<file path="src/sv/bdeq_pkg.sv">
`timescale 1ns / 1ps

package bdeq_pkg;

   localparam int TIME_BITS      = 32;
   localparam int CFG_BITS       = 16;
   localparam int CODE_BITS      = 5;
   localparam int SINGLE_BUTTONS = 3;
   localparam int CSR_INDEX_BITS = 2;

   localparam logic [CSR_INDEX_BITS-1:0] CSR_DEBOUNCE_MS   = 2'd0;
   localparam logic [CSR_INDEX_BITS-1:0] CSR_MIN_HOLD_MS   = 2'd1;
   localparam logic [CSR_INDEX_BITS-1:0] CSR_FIRE_ON_PRESS = 2'd2;

   localparam logic [CFG_BITS-1:0] DEBOUNCE_MS_RESET   = 16'd50;
   localparam logic [CFG_BITS-1:0] MIN_HOLD_MS_RESET   = 16'd0;
   localparam logic                FIRE_ON_PRESS_RESET = 1'b1;

   typedef struct packed {
      logic [TIME_BITS-1:0] now_ms;
      logic                 power_level;
      logic                 clock_ok_level;
      logic                 clock_set_level;
      logic [CODE_BITS-1:0] matrix_code;
   } req_type;

   typedef struct packed {
      logic                 power_event;
      logic                 clock_ok_event;
      logic                 clock_set_event;
      logic                 code_event;
      logic [CODE_BITS-1:0] event_code;
   } rsp_type;

   typedef struct packed {
      logic [CFG_BITS-1:0] debounce_ms;
      logic [CFG_BITS-1:0] min_hold_ms;
      logic                fire_on_press;
   } cfg_type;

endpackage

</file>
<file path="src/sv/button_debounce_event_qualifier.sv">
`timescale 1ns / 1ps

// Debounces three single buttons and one multiplexed button code from a stream of
// timestamped polls and returns one event word per poll. Each button runs in its
// own lane, one subtract and two compares wide, so a poll is taken every cycle while
// req_stall is low, and its event word is registered in the output stage. A two-entry
// output stage (output register plus skid register) lets a new poll enter while a word
// waits. Configuration writes are taken without a stall and must be done while idle.
module button_debounce_event_qualifier (
   input  logic                                clock,
   input  logic                                reset,
   input  logic                                req_valid,
   output logic                                req_stall,
   input  bdeq_pkg::req_type                   req_data,
   output logic                                rsp_valid,
   input  logic                                rsp_stall,
   output bdeq_pkg::rsp_type                   rsp_data,
   input  logic                                csr_valid,
   output logic                                csr_ready,
   input  logic [bdeq_pkg::CSR_INDEX_BITS-1:0] csr_index,
   input  logic [bdeq_pkg::CFG_BITS-1:0]       csr_data
);

   bdeq_pkg::cfg_type                    cfg_ff, cfg_in;
   logic                                 accept;
   logic [bdeq_pkg::SINGLE_BUTTONS-1:0]  single_level;
   logic [bdeq_pkg::SINGLE_BUTTONS-1:0]  single_fire;
   logic                                 code_fire;

   assign csr_ready = 1'b1;
   assign accept    = req_valid && !req_stall;

   always_comb begin
      cfg_in = cfg_ff;
      if (csr_valid) begin
         unique case (csr_index)
            bdeq_pkg::CSR_DEBOUNCE_MS:   cfg_in.debounce_ms   = csr_data;
            bdeq_pkg::CSR_MIN_HOLD_MS:   cfg_in.min_hold_ms   = csr_data;
            bdeq_pkg::CSR_FIRE_ON_PRESS: cfg_in.fire_on_press = csr_data[0];
            default:                     cfg_in = cfg_ff;
         endcase
      end
   end

   always_ff @(posedge clock) begin
      if (reset) begin
         cfg_ff.debounce_ms   <= bdeq_pkg::DEBOUNCE_MS_RESET;
         cfg_ff.min_hold_ms   <= bdeq_pkg::MIN_HOLD_MS_RESET;
         cfg_ff.fire_on_press <= bdeq_pkg::FIRE_ON_PRESS_RESET;
      end else begin
         cfg_ff <= cfg_in;
      end
   end

   assign single_level = {req_data.clock_set_level, req_data.clock_ok_level,
                          req_data.power_level};

   for (genvar i = 0; i < bdeq_pkg::SINGLE_BUTTONS; i++) begin : g_single
      bdeq_lane #(
         .LEVEL_BITS (1)
      ) u_lane (
         .clock   (clock),
         .reset   (reset),
         .accept  (accept),
         .now_ms  (req_data.now_ms),
         .level   (single_level[i]),
         .qualify (single_level[i] == cfg_ff.fire_on_press),
         .cfg     (cfg_ff),
         .fire    (single_fire[i])
      );
   end

   bdeq_lane #(
      .LEVEL_BITS (bdeq_pkg::CODE_BITS)
   ) u_code_lane (
      .clock   (clock),
      .reset   (reset),
      .accept  (accept),
      .now_ms  (req_data.now_ms),
      .level   (req_data.matrix_code),
      .qualify (|req_data.matrix_code),
      .cfg     (cfg_ff),
      .fire    (code_fire)
   );

   bdeq_merge u_merge (
      .clock       (clock),
      .reset       (reset),
      .accept      (accept),
      .single_fire (single_fire),
      .code_fire   (code_fire),
      .code        (req_data.matrix_code),
      .req_stall   (req_stall),
      .rsp_valid   (rsp_valid),
      .rsp_stall   (rsp_stall),
      .rsp_data    (rsp_data)
   );

endmodule

</file>
<file path="src/sv/bdeq_lane.sv">
`timescale 1ns / 1ps

module bdeq_lane #(
   parameter int LEVEL_BITS = 1
) (
   input  logic                               clock,
   input  logic                               reset,
   input  logic                               accept,
   input  logic [bdeq_pkg::TIME_BITS-1:0]     now_ms,
   input  logic [LEVEL_BITS-1:0]              level,
   input  logic                               qualify,
   input  bdeq_pkg::cfg_type                  cfg,
   output logic                               fire
);

   logic [LEVEL_BITS-1:0]            level_ff, level_in;
   logic [bdeq_pkg::TIME_BITS-1:0]   stamp_ff, stamp_in;
   logic                             fired_ff, fired_in;
   logic [bdeq_pkg::TIME_BITS-1:0]   elapsed;
   logic [bdeq_pkg::TIME_BITS-1:0]   hold_elapsed;
   logic                             change;

   // A change that is taken restamps the lane, so its hold time starts at zero.
   always_comb begin
      elapsed      = now_ms - stamp_ff;
      change       = (level != level_ff) &&
                     (elapsed >= {{(bdeq_pkg::TIME_BITS-bdeq_pkg::CFG_BITS){1'b0}},
                                  cfg.debounce_ms});
      hold_elapsed = change ? '0 : elapsed;
      fire         = (change || !fired_ff) && qualify &&
                     (hold_elapsed >= {{(bdeq_pkg::TIME_BITS-bdeq_pkg::CFG_BITS){1'b0}},
                                       cfg.min_hold_ms});
      level_in     = level_ff;
      stamp_in     = stamp_ff;
      fired_in     = fired_ff;
      if (accept) begin
         if (change) begin
            level_in = level;
            stamp_in = now_ms;
            fired_in = 1'b0;
         end
         if (fire) begin
            fired_in = 1'b1;
         end
      end
   end

   always_ff @(posedge clock) begin
      if (reset) begin
         level_ff <= '0;
         stamp_ff <= '0;
         fired_ff <= 1'b1;
      end else begin
         level_ff <= level_in;
         stamp_ff <= stamp_in;
         fired_ff <= fired_in;
      end
   end

endmodule

</file>
<file path="src/sv/bdeq_merge.sv">
`timescale 1ns / 1ps

module bdeq_merge (
   input  logic                                 clock,
   input  logic                                 reset,
   input  logic                                 accept,
   input  logic [bdeq_pkg::SINGLE_BUTTONS-1:0]  single_fire,
   input  logic                                 code_fire,
   input  logic [bdeq_pkg::CODE_BITS-1:0]       code,
   output logic                                 req_stall,
   output logic                                 rsp_valid,
   input  logic                                 rsp_stall,
   output bdeq_pkg::rsp_type                    rsp_data
);

   bdeq_pkg::rsp_type event_word;
   bdeq_pkg::rsp_type out_ff, out_in;
   bdeq_pkg::rsp_type skid_ff, skid_in;
   logic              out_valid_ff, out_valid_in;
   logic              skid_valid_ff, skid_valid_in;
   logic              drain;

   always_comb begin
      event_word.power_event     = single_fire[0];
      event_word.clock_ok_event  = single_fire[1];
      event_word.clock_set_event = single_fire[2];
      event_word.code_event      = code_fire;
      event_word.event_code      = code_fire ? code : '0;
   end

   // The skid stage catches a word that arrives while the output word is stalled.
   always_comb begin
      drain         = !out_valid_ff || !rsp_stall;
      out_in        = out_ff;
      out_valid_in  = out_valid_ff;
      skid_in       = skid_ff;
      skid_valid_in = skid_valid_ff;
      if (drain) begin
         if (skid_valid_ff) begin
            out_in        = skid_ff;
            out_valid_in  = 1'b1;
            skid_valid_in = 1'b0;
         end else begin
            out_in        = event_word;
            out_valid_in  = accept;
         end
      end else if (accept) begin
         skid_in       = event_word;
         skid_valid_in = 1'b1;
      end
   end

   always_ff @(posedge clock) begin
      if (reset) begin
         out_valid_ff  <= 1'b0;
         skid_valid_ff <= 1'b0;
      end else begin
         out_valid_ff  <= out_valid_in;
         skid_valid_ff <= skid_valid_in;
      end
   end

   always_ff @(posedge clock) begin
      out_ff  <= out_in;
      skid_ff <= skid_in;
   end

   assign req_stall = skid_valid_ff;
   assign rsp_valid = out_valid_ff;
   assign rsp_data  = out_ff;

   a_skid_behind_output: assert property (@(posedge clock) disable iff (reset)
      skid_valid_ff |-> out_valid_ff)
      else $error("Skid word held without an output word.");

   a_skid_fills_on_stall: assert property (@(posedge clock) disable iff (reset)
      $rose(skid_valid_ff) |-> $past(out_valid_ff && rsp_stall && accept))
      else $error("Skid stage filled without a stalled output.");

   a_code_nonzero: assert property (@(posedge clock) disable iff (reset)
      (out_valid_ff && out_ff.code_event) |-> (out_ff.event_code != '0))
      else $error("Code event with a zero code.");

   a_code_quiet: assert property (@(posedge clock) disable iff (reset)
      (out_valid_ff && !out_ff.code_event) |-> (out_ff.event_code == '0))
      else $error("Event code set without a code event.");

endmodule

</file>
<file path="config.mk">
export PLATFORM = sky130hd
export DESIGN_NAME = button_debounce_event_qualifier
export DESIGN_NICKNAME = d
export VERILOG_FILES = /design/src/sv/bdeq_pkg.sv /design/src/sv/button_debounce_event_qualifier.sv /design/src/sv/bdeq_lane.sv /design/src/sv/bdeq_merge.sv
export SDC_FILE = /design/constraint.sdc
export NUM_CORES = 1
export LEC_CHECK = 0
export ABC_AREA = 1
export BUFFER_PORTS_ARGS = -buffer_cell sky130_fd_sc_hd__buf_2
export CELL_PAD_IN_SITES_DETAIL_PLACEMENT = 1
export CELL_PAD_IN_SITES_GLOBAL_PLACEMENT = 2
export CORE_AREA = 2 2 259 261
export DETAILED_ROUTE_END_ITERATION = 10
export DIE_AREA = 0 0 261 263
export PLACE_DENSITY_LB_ADDON = 0.1
export SLEW_MARGIN = 20
export SYNTH_ARGS = -nofsm -noshare
export SYNTH_HDL_FRONTEND = slang
export SYNTH_SLANG_ARGS = --single-unit
</file>
<file path="constraint.sdc">
create_clock -name clock -period 5.44 [get_ports clock]
set_clock_uncertainty 0.2 [all_clocks]
set_input_delay 1.088 -clock clock [delete_from_list [all_inputs] [get_ports clock]]
set_output_delay 1.088 -clock clock [all_outputs]
set_load 0.03 [all_outputs]
</file>
==> flow_summary.ini <==
[floorplanning]
num_rows = 94
core_area_mm2 = 0.0656
dieWidth_um = 261
die_area_mm2 = 0.0686
ios = 75
initial_core_util_pct = 30.8
die_h_um = 263

[global_routing]
grt_start_max_net_pins = 81
antenna_found_initial = 0
grt_overflow = 0
grt_pass1_vias = 24500
grt_pass1_wl_mm = 134
track_usage_pct = 25.6

[worst_setup_path]
critPathArrivalTime_ps = 5340
cpMaxStageDelayCell = fa_2
start_kind = primary input
critPathKind = in2reg
cp.required_ps = 5510
cpPeakStageDelay_ps = 380
r2r-start = u_code_lane.stamp_ff[0]
cp_common_cell = nand2_1
crit_start = req_data[8]
cp-end-kind = flop
crit_fanout = 5

[run]
cap_viol_max_count = 0

[finish]
nets = 4343
antenna_cells = 0
synthToLayoutAreaGrowth_pct = 34.4
drive_gt1_share_pct = 21.0
final_cell_count_no_fill = 4901

[power]
ir_drop_mv = 0.231
leakage_nw = 14.8
power_density_mw_per_mm2 = 262
power_mw = 7.10

[placement]
dp.cells = 4843
port-buffer-count = 73
gp_congestion = 0.893
dp_hpwl_mm = 72.0

[timing]
clock.fmax_mhz = 190
slew_headroom_pct = 24.3
hold_violations = 0
rsz0062_at_grt = true
final.min_clock_period_ps = 5260
maxSlewViolCount = 0
tightest_slew_ps = 1130
finalSetupViolCount = 0
fin_crit_sh_pct = 96.7

[clocking]
htreeDepth = 4
clk_latency_ps = 510
cts.clk_slew.worst_paths_ps = 90
cts_tree = done
cts_inserted_buffers = 17
cts-root-buf = clkbuf_16
clockBufferDepth = 2
hold_buffers = 0
cts.sinks = 193

[logic_synthesis]
ys_warn_count = 0
postSynthCellCount = 3484
synth_nets = 3803
ys_types = 43
yosysSeqAreaShare_pct = 20.0
ys_seq_elements = 193
syn_area_mm2 = 0.0202
syn_avg_cell_area_um2 = 5.80

[status]
status = complete, no violations

[routing]
wl_per_cell_um = 18.0
drtAntennaViolNets = 0
post-route-drc-count = 0
avgViaCountPerCell = 4.76
dr.first_iter.drc_count = 933
vias = 23300
firstDrtPassIters = 5
totalWireLength_mm = 88.3

[min_path]
hp-class = reg2reg
worstHoldStart = u_code_lane.stamp_ff[15]
==> routing by layer <==
metal | up-vias | GRT usage [%] | share of wire (%)
li1 | 11800 | - | -
met4 | 0 | 10.5 | 3.6
met2 | 259 | 44.6 | 49
met1 | 11100 | 31.8 | 45
met5 | - | 0 | 0
met3 | 112 | 2.73 | 2.6
==> power by group <==
group	total (mW)	switching [mW]	leakage [nW]	internal, mW
registers	1.62	0.0497	1.63	1.57
logic	4.02	2.28	12.9	1.74
clock network	1.46	0.806	0.311	0.654
total	7.10	3.14	14.8	3.96
==> cells by family after synthesis <==
kind of cell | Yosys count | share of synthesized area (%)
AO/OA/AOI/OAI | 380 | 9.94
XOR/XNOR | 68 | 2.95
flip-flops | 193 | 20.0
buffers and inverters | 717 | 14.0
other | 1 | 0.0186
AND/OR/NAND/NOR | 1869 | 37.1
adder cells (fa/ha/maj) | 256 | 16.0
==> cell usage in the layout (no fill, tap or decap), drive strengths merged <==
| cell type | instances |
|---|---|
| a211oi | 9 |
| a21o | 4 |
| a21oi | 240 |
| a221oi | 2 |
| a31oi | 4 |
| and2 | 5 |
| and3 | 2 |
| buf | 576 |
| clkbuf | 26 |
| clkinv | 7 |
| conb | 1 |
| dfxtp | 175 |
| edfxtp | 18 |
| fa | 4 |
| ha | 252 |
| inv | 661 |
| nand2 | 1127 |
| nand2b | 1 |
| nand3 | 169 |
| nand3b | 6 |
| nand4 | 35 |
| nor2 | 489 |
| nor3 | 27 |
| nor4 | 4 |
| o211ai | 3 |
| o21a | 1 |
| o21ai | 101 |
| o21bai | 13 |
| o221ai | 3 |
| or2 | 4 |
| xnor2 | 16 |
| xor2 | 52 |
==> through the flow <==
step | TNS [ps] | area [um^2] | worst slack (ps) | hold WS, ps | util (%)
after CTS | 0 | 25900 | 9.98 | 268 | 39.4
after floorplan | 0 | 20200 | 61.3 | 241 | -
final | 0 | 27200 | 178 | 267 | 41.4
after detailed placement | -14540 | 25100 | -801 | 256 | 38.3
after global placement | -11500 | 25100 | -631 | 251 | 38.3
after global routing | -1120 | 27200 | -153 | 289 | 41.4
==> state kept, by name (all words and copies together), names as in the netlist <==
signal,flops
u_merge.req_stall,1
cfg_ff,33
u_code_lane.fired_ff,1
u_code_lane.stamp_ff,32
g_single.u_lane.stamp_ff,96
u_merge.skid_ff,9
g_single.u_lane.level_ff,3
u_merge.rsp_valid,1
g_single.u_lane.fired_ff,3
u_code_lane.level_ff,5
u_merge.rsp_data,9
==> cells in the mapped netlist <==
| library cell | count | area, um^2 |
|---|---|---|
| o21ai_0 | 93 | 465 |
| o221ai_1 | 3 | 26.3 |
| a221oi_1 | 2 | 17.5 |
| nand4_1 | 35 | 219 |
| a211oi_1 | 9 | 67.6 |
| o21ai_1 | 8 | 40.0 |
| ha_1 | 252 | 3150 |
| nand2_1 | 1118 | 4200 |
| inv_1 | 645 | 2420 |
| nor3_2 | 2 | 20.0 |
| clkinv_1 | 3 | 11.3 |
| a21oi_1 | 238 | 1190 |
| nand2b_1 | 1 | 6.26 |
| and3_1 | 2 | 12.5 |
| nor3_1 | 25 | 125 |
| buf_2 | 17 | 85.1 |
| clkbuf_1 | 26 | 97.6 |
| fa_1 | 4 | 80.1 |
| o21bai_1 | 13 | 97.6 |
| nand3_1 | 164 | 821 |
| a21o_1 | 4 | 30.0 |
| nor2_1 | 485 | 1820 |
| nor4_2 | 1 | 12.5 |
| xor2_1 | 52 | 455 |
| and2_1 | 5 | 31.3 |
| nor2_2 | 4 | 25.0 |
| dfxtp_1 | 175 | 3500 |
| buf_4 | 2 | 15.0 |
| conb_1 | 1 | 3.75 |
| edfxtp_1 | 18 | 541 |
| a21oi_2 | 2 | 17.5 |
| nand2_2 | 9 | 56.3 |
| o211ai_1 | 3 | 22.5 |
| o21a_1 | 1 | 7.51 |
| nor4_1 | 3 | 18.8 |
| or2_2 | 4 | 25.0 |
| nand3b_1 | 6 | 45.0 |
| nand3_2 | 5 | 50.1 |
| buf_6 | 14 | 158 |
| inv_2 | 5 | 18.8 |
| xnor2_1 | 16 | 140 |
| buf_1 | 5 | 18.8 |
| a31oi_1 | 4 | 25.0 |
==> path summary, 6_finish.rpt <==
check	end	slack, ps	cells past startpoint
setup / recovery	u_merge.rsp_data[1]	180	31
hold / removal	u_code_lane.stamp_ff[15]	270	2
setup reg to reg	u_merge.rsp_data[1]	580	29
hold reg to reg	u_code_lane.stamp_ff[15]	270	2
==> worst max-delay path, delay by kind of cell <==
| kind | cells | cell delay [ps] |
|---|---|---|
| xor gates and xnor gates | 1 | 210 |
| buffers and inverters | 6 | 620 |
| AOI/OAI and AO/OA | 7 | 950 |
| and+or+nand+nor | 13 | 1410 |
| adders and majority gates | 4 | 1010 |
==> layout make-up <==
cell class	instances	area, um^2
fill	8837	38500
multi-input combinational	2574	14500
timing repair buffer	585	4460
sequential	193	4040
inverter	653	2460
tap	864	1080
clock buffer	17	425
clock inverter	15	218
==> repair_timing <==
action	CTS	global route
setup buffers	1	25
setup endpoints to repair	19	22
gates resized for setup	21	234
gates cloned	0	0
pin swaps	4	78
(Power assumes the default switching activity.)
